### src/hdl/rpa_pkg.sv
package rpa_pkg;

    localparam int ADDR_W        = 39;
    localparam int CNT_W         = 8;
    localparam int STATUS_W      = 3;
    localparam int CMD_W         = 2;
    localparam int S_TDATA_W     = 40;
    localparam int S_TUSER_W     = CMD_W;
    localparam int M_TDATA_W     = 56;
    localparam int DEF_PAGES     = 32768;
    localparam int DEF_PAGE_SHIFT = 12;

    localparam logic [ADDR_W-1:0] BASE_RESET = 39'h00_8000_0000;
    localparam logic [CNT_W-1:0]  CNT_MAX    = 8'hFF;

    typedef enum logic [CMD_W-1:0] {
        CMD_ALLOC  = 2'd0,
        CMD_FREE   = 2'd1,
        CMD_ADDREF = 2'd2
    } cmd_t;

    typedef enum logic [STATUS_W-1:0] {
        ST_OK         = 3'd0,
        ST_EMPTY      = 3'd1,
        ST_OUTSIDE    = 3'd2,
        ST_MISALIGNED = 3'd3,
        ST_SHARED     = 3'd4,
        ST_SATURATED  = 3'd5
    } status_t;

    typedef enum logic [2:0] {
        S_CLEAR,
        S_IDLE,
        S_DECODE,
        S_FETCH,
        S_UPDATE
    } state_t;

    typedef struct packed {
        logic clear_wr;
        logic load_in;
        logic decode;
        logic fetch;
        logic update;
    } ctrl_cmd_t;

    typedef struct packed {
        logic clear_done;
        logic out_free;
    } ctrl_status_t;

endpackage

### src/hdl/rpa_ctrl.sv
module rpa_ctrl
    import rpa_pkg::*;
(
    input  logic         aclk,
    input  logic         aresetn,
    input  logic         s_tvalid,
    output logic         s_tready,
    input  ctrl_status_t stat,
    output ctrl_cmd_t    cmd
);

    state_t state_reg;
    state_t state_next;

    always_ff @(posedge aclk) begin
        if (!aresetn) begin
            state_reg <= S_CLEAR;
        end else begin
            state_reg <= state_next;
        end
    end

    always_comb begin
        state_next = state_reg;
        unique case (state_reg)
            S_CLEAR: begin
                if (stat.clear_done) begin
                    state_next = S_IDLE;
                end
            end
            S_IDLE: begin
                if (s_tvalid) begin
                    state_next = S_DECODE;
                end
            end
            S_DECODE: state_next = S_FETCH;
            S_FETCH:  state_next = S_UPDATE;
            S_UPDATE: begin
                if (stat.out_free) begin
                    state_next = S_IDLE;
                end
            end
            default:  state_next = S_CLEAR;
        endcase
    end

    always_comb begin
        s_tready     = (state_reg == S_IDLE);
        cmd.clear_wr = (state_reg == S_CLEAR);
        cmd.load_in  = (state_reg == S_IDLE) && s_tvalid;
        cmd.decode   = (state_reg == S_DECODE);
        cmd.fetch    = (state_reg == S_FETCH);
        cmd.update   = (state_reg == S_UPDATE) && stat.out_free;
    end

endmodule

### config.mk
export PLATFORM = sky130hd
export DESIGN_NAME = rpa_ctrl
export DESIGN_NICKNAME = d
export VERILOG_FILES = /design/src/hdl/rpa_pkg.sv /design/src/hdl/rpa_ctrl.sv
export SDC_FILE = /design/constraint.sdc
export NUM_CORES = 1
export LEC_CHECK = 0
export ABC_AREA = 1
export BUFFER_PORTS_ARGS = -buffer_cell sky130_fd_sc_hd__buf_2
export CAP_MARGIN = 25
export CORE_AREA = 8 8 45 47
export DETAILED_ROUTE_END_ITERATION = 8
export DIE_AREA = 0 0 53 55
export PLACE_DENSITY = 0.47
export SLEW_MARGIN = 20
export SYNTH_ARGS = -nofsm -noshare
export SYNTH_HDL_FRONTEND = slang
export SYNTH_SLANG_ARGS = --single-unit
### constraint.sdc
create_clock -name aclk -period 0.9 [get_ports aclk]
set_input_delay 0.18 -clock aclk [delete_from_list [all_inputs] [get_ports aclk]]
set_output_delay 0.18 -clock aclk [all_outputs]
set_load 0.01 [all_outputs]
==> flow_summary.json, run 1 <==
{
  "clock_latency_ns": 0.23,
  "initial_core_util": 0.148,
  "ys_seq_area_frac": 0.293,
  "fillers": 152,
  "critPathRequiredTime_ns": 0.72,
  "grt_pass1_vias": 262,
  "path_buf_inv": 2,
  "finalPower_mw": 0.599,
  "reg2reg_depth": 7,
  "rsz0062_at_grt": "yes",
  "die_x_um": 53,
  "cts-root-buf": "clkbuf_4",
  "drtIter0Drc": 5,
  "critPathCaptureType": "output pin",
  "finalMaxSlewViolations": 0,
  "vias_per_cell": 3.96,
  "path_delay_family": "flip-flops",
  "ant_nets": 0,
  "clock.fmax_mhz": 831,
  "timing_worst_setup_path_type": "flip-flop to output pin",
  "dp_hpwl_um": 480,
  "critPathArrivalTime_ns": 1.02,
  "slew-limit-headroom": 0.889,
  "core_mm2": 0.00138,
  "crit_chain": "inv_4 > nor2_4 > nand2_2 > nor2_2 > buf_2",
  "hold_viol": 0,
  "die_h_um": 55,
  "skew_ns": 0.00311,
  "startpoint_type": "flip-flop",
  "syn_to_final_growth_pct": 101,
  "regToRegStartpoint": "state_reg[0]$_SDFFE_PN0P_",
  "synth_cells": 32,
  "cts.clk_slew.worst_paths_ns": 0.04,
  "drive_gt1_frac": 0.604,
  "period_share": 1.34,
  "grt_pass1_wl_mm": 1.10,
  "hold_depth": 3,
  "min_from": "aresetn",
  "netlist_area_um2": 205,
  "crit_slowest_cell": "dfxtp_4",
  "yosys.cell_types.count": 14,
  "ios": 11,
  "outcome": "finished with violations",
  "io_buffers": 10,
  "multi_input_area_um2": 138,
  "nets": 59,
  "overflow": 0,
  "hold_end": "state_reg[1]$_SDFFE_PN0P_",
  "period_needed_ns": 1.20,
  "antenna_found_initial": 0,
  "cts.sinks": 3,
  "finalSetupViolations": 9,
  "fin_ws_ns": -0.303,
  "setup_tns_ns": -2.07,
  "max-cap-violations": 0,
  "numCtsBuffers": 3,
  "largest_reg_flops": 3,
  "cp_max_fo": 4,
  "pre_cts_ws_ns": -0.116,
  "grt.total_usage": 0.0541,
  "vias": 273,
  "die_area_mm2": 0.00292,
  "worstReg2RegEnd": "state_reg[0]$_SDFFE_PN0P_",
  "dr.pass1.iters": 4,
  "power.density_mw_per_mm2": 1460,
  "hp-class": "input port to flip-flop",
  "wl_per_cell_um": 8.86,
  "ctsHoldBuffers": 0,
  "seqCellArea_um2": 71.3,
  "synth_area_per_cell_um2": 6.41,
  "p_leak_nw": 0.225,
  "gp_congestion": 0.776,
  "cp_slowest_stage_delay_ns": 0.37,
  "cts_buffer_depth": 2,
  "violations": "setup timing",
  "htreeDepth": 1,
  "worstMarginPinSlew_ns": 0.165,
  "syn-num-nets": 37,
  "ys_ff_latch": 3,
  "reg2reg_slack_ns": -0.22,
  "cts_tree": "built",
  "diodes": 0,
  "max-vdd-ir-drop_mv": 0.492,
  "drc": 0,
  "grt_max_degree": 7,
  "rows": 14,
  "ys_warn_count": 0,
  "wirelength_um": 611
}
-- layout by cell type (no fill, tap or decap), types with 2 or more instances in the layout --
cell type	n
buf_2	9
inv_1	8
nand2_1	5
buf_4	5
clkbuf_4	3
buf_6	3
dfxtp_4	3
nand3_1	2
nor2_1	2
-- where the power goes --
| group | internal (mW) | switching (mW) | total [mW] |
|---|---|---|---|
| combinational | 0.103 | 0.0961 | 0.199 |
| sequential | 0.143 | 0.0203 | 0.164 |
| clock | 0.166 | 0.0709 | 0.237 |
-- worst register-to-register path, delay by kind of cell (launching register included) --
kind	cells	cell delay (ns)
AOI/OAI and AO/OA	1	0.17
buffers and inverters	4	0.33
DFF	1	0.37
and+or+nand+nor	2	0.16
-- per-layer routing --
metal	global-route usage	vias up	part of all wire
met5	0	-	0
li1	-	142	-
met3	0.0401	0	0.083
met2	0.0859	7	0.50
met4	0.0259	0	0
met1	0.0516	124	0.41
-- cell usage after synthesis --
cell type	number	area [um^2]
inv_1	9	33.8
a21oi_1	1	5.00
a211oi_2	1	12.5
nand2_2	1	6.26
nand3_2	1	10.0
nand2_1	5	18.8
dfxtp_1	3	60.1
nand4_1	1	6.26
nor4_1	1	6.26
nor2_1	3	11.3
nor2_4	1	11.3
nand3_1	3	15.0
inv_2	1	3.75
nor3_1	1	5.00
-- worst max-delay path by stage --
stage	start	endpoint	cells past startpoint
4_1_cts	state_reg[0]$_SDFFE_PN0P_	cmd[3]	5
5_1_grt	state_reg[0]$_SDFFE_PN0P_	cmd[3]	5
6_report	state_reg[0]$_SDFFE_PN0P_	cmd[3]	5
3_5_place_dp	state_reg[2]$_SDFFE_PN0P_	cmd[0]	3
3_3_place_gp	state_reg[1]$_SDFFE_PN0P_	s_tready	4
2_1_floorplan	state_reg[1]$_SDFFE_PN0P_	state_reg[0]$_SDFFE_PN0P_	4
-- kinds of logic after synthesis --
group,share of synthesized area
AND/OR/NAND/NOR,0.439
buffers and inverters,0.183
flip-flops,0.293
AO/OA/AOI/OAI,0.0853
-- timing repair --
| item | in CTS | in global routing |
|---|---|---|
| gates resized for setup | 8 | 4 |
| buffers inserted | 4 | 2 |
| pin swaps | 2 | 2 |
| setup endpoints to repair | 9 | 9 |
| cloned | 0 | 0 |
| endpoints found under the hold margin | 0 | 0 |
-- through the flow --
step / hold slack, ns / std cells / utilization / instance area [um^2]
6_report: 0.203 / 69 / 0.297 / 412
5_1_grt: 0.214 / 69 / 0.297 / 412
4_1_cts: 0.199 / 68 / 0.280 / 388
3_5_place_dp: 0.444 / 60 / 0.224 / 310
3_3_place_gp: 0.449 / 60 / 0.224 / 310
2_1_floorplan: 0.340 / 32 / - / 225
-- layout make-up --
class,count,share of cell area
clock buffer,4,0.0638
inverter,10,0.0973
multi-input combinational,19,0.334
sequential,3,0.173
tap,16,0.0486
timing repair buffer,17,0.283
Note: power is estimated with default switching activity, not from simulation.
==> inputs of run 2 (changes only) <==
--- a/config.mk
+++ b/config.mk
@@ -8,10 +8,11 @@
 export ABC_AREA = 1
 export BUFFER_PORTS_ARGS = -buffer_cell sky130_fd_sc_hd__buf_2
 export CAP_MARGIN = 25
-export CORE_AREA = 8 8 45 47
+export CORE_AREA = 2 2 39 41
 export DETAILED_ROUTE_END_ITERATION = 8
-export DIE_AREA = 0 0 53 55
+export DIE_AREA = 0 0 41 43
 export PLACE_DENSITY = 0.47
+export SKIP_LAST_GASP = 1
 export SLEW_MARGIN = 20
 export SYNTH_ARGS = -nofsm -noshare
 export SYNTH_HDL_FRONTEND = slang
==> flow_summary.json, run 2 (synthesis gave the netlist of run 1 again) <==
{
  "outcome": "finished with violations",
  "violations": "setup timing",
  "dp_hpwl_um": 424,
  "dr.pass1.iters": 2,
  "hold_viol": 0,
  "wl_per_cell_um": 7.73,
  "layout_commonest_cell": "buf_2",
  "numCtsBuffers": 3,
  "max-cap-violations": 0,
  "finalPower_mw": 0.543,
  "hold_depth": 3,
  "finalMaxSlewViolations": 0,
  "largest_reg_flops": 3,
  "cts.clk_slew.worst_paths_ns": 0.03,
  "gp_congestion": 0.726,
  "antenna_found_initial": 0,
  "vias_per_cell": 3.73,
  "grt_pass1_wl_um": 834,
  "ant_nets": 0,
  "finalSetupViolations": 8,
  "nets": 56,
  "reg2reg_depth": 7,
  "max-vdd-ir-drop_mv": 0.535,
  "cts_tree": "built",
  "gr-usage-met2": 0.0969,
  "skew_ns": 0.000612,
  "core_mm2": 0.00138,
  "ios": 11,
  "setup_tns_ns": -1.77,
  "critPathCaptureType": "output pin",
  "cts-root-buf": "clkbuf_4",
  "critPathArrivalTime_ns": 1.01,
  "critPathRequiredTime_ns": 0.72,
  "syn_to_final_growth_pct": 74.4,
  "cp_max_fo": 4,
  "clock_latency_ns": 0.23,
  "regToRegStartpoint": "state_reg[0]$_SDFFE_PN0P_",
  "drc": 0,
  "htreeDepth": 1,
  "worstMarginPinSlew_ns": 0.168,
  "fin_ws_ns": -0.295,
  "min_from": "aresetn",
  "cts.sinks": 3,
  "met3_usage": 0.0785,
  "seqCellArea_um2": 66.3,
  "hold_end": "state_reg[1]$_SDFFE_PN0P_",
  "die_area_mm2": 0.00176,
  "overflow": 0,
  "grt.total_usage": 0.0772,
  "final_cell_mix": "buf_2, inv_1, nand2_1",
  "io_buffers": 10,
  "startpoint_type": "flip-flop",
  "grt_max_degree": 8,
  "period_share": 1.33,
  "rsz0062_at_grt": "yes",
  "power.density_mw_per_mm2": 1520,
  "reg2reg_slack_ns": -0.12,
  "grt_pass1_vias": 216,
  "drtIter0Drc": 1,
  "hp-class": "input port to flip-flop",
  "drive_gt1_frac": 0.560,
  "rows": 14,
  "p_leak_nw": 0.202,
  "diodes": 0,
  "period_needed_ns": 1.19,
  "pre_cts_ws_ns": -0.146,
  "timing_worst_setup_path_type": "flip-flop to output pin",
  "cts_buffer_depth": 2,
  "fillers": 172,
  "finalNonFillerCells": 66,
  "worstReg2RegEnd": "state_reg[1]$_SDFFE_PN0P_",
  "wirelength_um": 510,
  "vias": 246,
  "multi_input_area_um2": 125,
  "die_h_um": 43,
  "die_x_um": 41,
  "slew-limit-headroom": 0.887,
  "top_usage_layer": "met2",
  "grtUsageMet1": 0.0801,
  "initial_core_util": 0.148,
  "dp.cells": 61,
  "clock.fmax_mhz": 837
}
run 2: cell count changes in the layout (fill, tap and decap cells not counted), sizes merged:
cell / delta
buf: -3
run 2: layout make-up:
| type | count | area share |
|---|---|---|
| Inverter | 10 | 0.112 |
| Tap cell | 16 | 0.0559 |
| Sequential cell | 3 | 0.185 |
| Timing Repair Buffer | 14 | 0.224 |
| Clock buffer | 4 | 0.0734 |
| Multi-Input combinational cell | 19 | 0.350 |
run 2: report_power, final:
part	internal [mW]	total, mW	switching [mW]
Clock	0.165	0.225	0.0596
Sequential	0.147	0.168	0.0211
Combinational	0.0704	0.150	0.0796
Total	0.383	0.543	0.160
run 2: routing by layer:
layer | share of wire | vias to the layer above
met2 | 0.48 | 8
met5 | 0 | -
met1 | 0.42 | 102
met4 | 0 | 0
met3 | 0.10 | 0
li1 | - | 136
run 2: per-stage QoR:
step                cell area (um^2)  hold slack [ns]  utilization
finish                           358            0.209        0.259
global route                     358            0.212        0.259
CTS                              348            0.231        0.251
detailed placement               318            0.471        0.230
global placement                 318            0.450        0.230
floorplan                        225            0.340            -
run 2: what timing repair did:
action	in CTS	in global routing
setup buffers	0	1
endpoints found under the setup margin	9	9
hold buffers	0	0
resized for setup	3	1
pin swaps	1	2
run 2: worst max-delay path: stages, from the launching register on:
cell and delay (ns):
dfxtp_4 0.37, inv_4 0.05, nor2_4 0.09, nand2_2 0.08
nor2_2 0.07, buf_2 0.12
run 2: worst max-delay path by stage:
stage	startpoint	endpoint	slack, ns	depth (start not counted)
finish	state_reg[0]$_SDFFE_PN0P_	cmd[3]	-0.29	5
global route	state_reg[0]$_SDFFE_PN0P_	cmd[3]	-0.37	5
detailed placement	state_reg[1]$_SDFFE_PN0P_	state_reg[0]$_SDFFE_PN0P_	-0.15	4
global placement	state_reg[1]$_SDFFE_PN0P_	state_reg[0]$_SDFFE_PN0P_	-0.11	4
floorplan	state_reg[1]$_SDFFE_PN0P_	state_reg[0]$_SDFFE_PN0P_	0.01	4
CTS	state_reg[0]$_SDFFE_PN0P_	cmd[3]	-0.31	5
==> inputs of run 3 (changes only) <==
--- a/config.mk
+++ b/config.mk
@@ -6,14 +6,15 @@
 export NUM_CORES = 1
 export LEC_CHECK = 0
 export ABC_AREA = 1
-export BUFFER_PORTS_ARGS = -buffer_cell sky130_fd_sc_hd__buf_2
 export CAP_MARGIN = 25
 export CORE_AREA = 2 2 39 41
 export DETAILED_ROUTE_END_ITERATION = 8
 export DIE_AREA = 0 0 41 43
-export PLACE_DENSITY = 0.47
+export DONT_BUFFER_PORTS = 1
+export PLACE_DENSITY = 0.4
 export SKIP_LAST_GASP = 1
 export SLEW_MARGIN = 20
 export SYNTH_ARGS = -nofsm -noshare
 export SYNTH_HDL_FRONTEND = slang
 export SYNTH_SLANG_ARGS = --single-unit
+export TNS_END_PERCENT = 30
==> flow_summary.json, run 3 (synthesis gave the netlist of run 1 again) <==
{
  "worstMarginPinSlew_ns": 0.264,
  "layout_commonest_cell": "inv_1",
  "dp_hpwl_um": 359,
  "final_cell_mix": "inv_1, nand2_1, nand3_1, clkbuf_4",
  "cts.clk_slew.worst_paths_ns": 0.04,
  "clock.fmax_mhz": 876,
  "die_x_um": 41,
  "drive_gt1_frac": 0.447,
  "rows": 14,
  "finalMaxSlewViolations": 0,
  "cp_max_fo": 4,
  "gp_congestion": 0.661,
  "outcome": "finished with violations",
  "drtIter0Drc": 5,
  "ios": 11,
  "antenna_found_initial": 0,
  "critPathArrivalTime_ns": 0.96,
  "p_sw_frac": 0.333,
  "cts_tree": "built",
  "violations": "setup timing",
  "power_frac_clock": 0.451,
  "min_from": "aresetn",
  "max-cap-violations": 0,
  "hold_viol": 0,
  "critPathRequiredTime_ns": 0.72,
  "htreeDepth": 1,
  "nets": 44,
  "cts.sinks": 3,
  "vias_per_cell": 4.04,
  "reg2reg_depth": 7,
  "drc": 0,
  "timing_worst_setup_path_type": "flip-flop to output pin",
  "cts-root-buf": "clkbuf_4",
  "overflow": 0,
  "die_area_mm2": 0.00176,
  "regToRegStartpoint": "state_reg[0]$_SDFFE_PN0P_",
  "hold_end": "state_reg[0]$_SDFFE_PN0P_",
  "numCtsBuffers": 3,
  "syn_to_final_growth_pct": 47.6,
  "internal_power_mw": 0.367,
  "wirelength_um": 502,
  "final_area_um2": 303,
  "hold_depth": 2,
  "grt_max_degree": 8,
  "grt.total_usage": 0.0752,
  "slew-limit-headroom": 0.823,
  "period_needed_ns": 1.14,
  "max-vdd-ir-drop_mv": 0.649,
  "setup_tns_ns": -1.49,
  "rsz0062_at_grt": "yes",
  "initial_core_util": 0.148,
  "grt_pass1_vias": 166,
  "startpoint_type": "flip-flop",
  "dpl_cell_area_um2": 251,
  "skew_ns": 0.00273,
  "wl_per_cell_um": 9.30,
  "ant_nets": 0,
  "largest_reg_flops": 3,
  "diodes": 0,
  "period_share": 1.27,
  "reg2reg_slack_ns": -0.13,
  "worstReg2RegEnd": "state_reg[1]$_SDFFE_PN0P_",
  "finalSetupViolations": 8,
  "die_h_um": 43,
  "power_frac_comb": 0.243,
  "dr.pass1.iters": 4,
  "hp-class": "input port to flip-flop",
  "fin_ws_ns": -0.242,
  "p_switching_mw": 0.183,
  "p_leak_nw": 0.148,
  "critPathCaptureType": "output pin",
  "power.density_mw_per_mm2": 1820,
  "clock_latency_ns": 0.24,
  "cts_buffer_depth": 2,
  "vias": 218,
  "io_buffers": 0,
  "grt_pass1_wl_um": 710,
  "core_mm2": 0.00138,
  "pwr-share-seq": 0.306
}
-- run 3: final cells by class --
class                   count  area [um^2]
multi-input cells          19          135
well taps                  16         20.0
fillers                   160         1080
repair buffers              2         15.0
inverters                  10         40.0
clock buffers               4         26.3
flip-flops and latches      3         66.3
-- run 3: worst max-delay path by stage --
stage / from / endpoint / slack, ns / depth (start not counted)
floorplan: state_reg[0]$_SDFFE_PN0P_ / cmd[3] / -0.04 / 4
CTS: state_reg[0]$_SDFFE_PN0P_ / cmd[3] / -0.25 / 4
global placement: state_reg[1]$_SDFFE_PN0P_ / state_reg[0]$_SDFFE_PN0P_ / -0.11 / 4
global route: state_reg[0]$_SDFFE_PN0P_ / cmd[1] / -0.31 / 4
detailed placement: state_reg[0]$_SDFFE_PN0P_ / state_reg[1]$_SDFFE_PN0P_ / -0.09 / 5
finish: state_reg[0]$_SDFFE_PN0P_ / cmd[1] / -0.24 / 4
-- run 3: power groups by stage --
| stage | Sequential (mW) | Clock, mW | Combinational (mW) |
|---|---|---|---|
| floorplan | 0.162 | 0 | 0.0916 |
| global placement | 0.166 | 0 | 0.115 |
| detailed placement | 0.166 | 0 | 0.115 |
| CTS | 0.166 | 0.262 | 0.120 |
| global route | 0.170 | 0.283 | 0.148 |
| finish | 0.168 | 0.248 | 0.133 |
-- run 3: per-stage QoR --
stage	power, mW	setup WS, ns	instances	utilization	hold WS [ns]
2_1_floorplan	0.254	-0.0362	32	-	0.340
3_3_place_gp	0.281	-0.107	49	0.182	0.366
3_5_place_dp	0.281	-0.0933	49	0.182	0.365
4_1_cts	0.548	-0.248	53	0.208	0.108
5_1_grt	0.602	-0.306	54	0.219	0.109
6_report	0.550	-0.242	54	0.219	0.109
-- run 3: what timing repair did --
item / in CTS / in global routing
pin swaps: 1 / 0
resized for setup: 6 / 2
setup endpoints to repair: 9 / 9
setup buffers: 0 / 1
hold buffers: 0 / 0
-- run 3: critical path, stage by stage (launching register included) --
cell and delay, ns:
dfxtp_4 0.38, inv_4 0.05, nor2_4 0.12, nand2_1 0.10, inv_2 0.08
-- run 3: metal layers --
layer	global-route usage	vias up	wire length, um
li1	-	113	-
met1	0.0799	90	221
met3	0.0942	4	57
met5	0	-	0
met4	0.0800	0	20
met2	0.0625	11	203
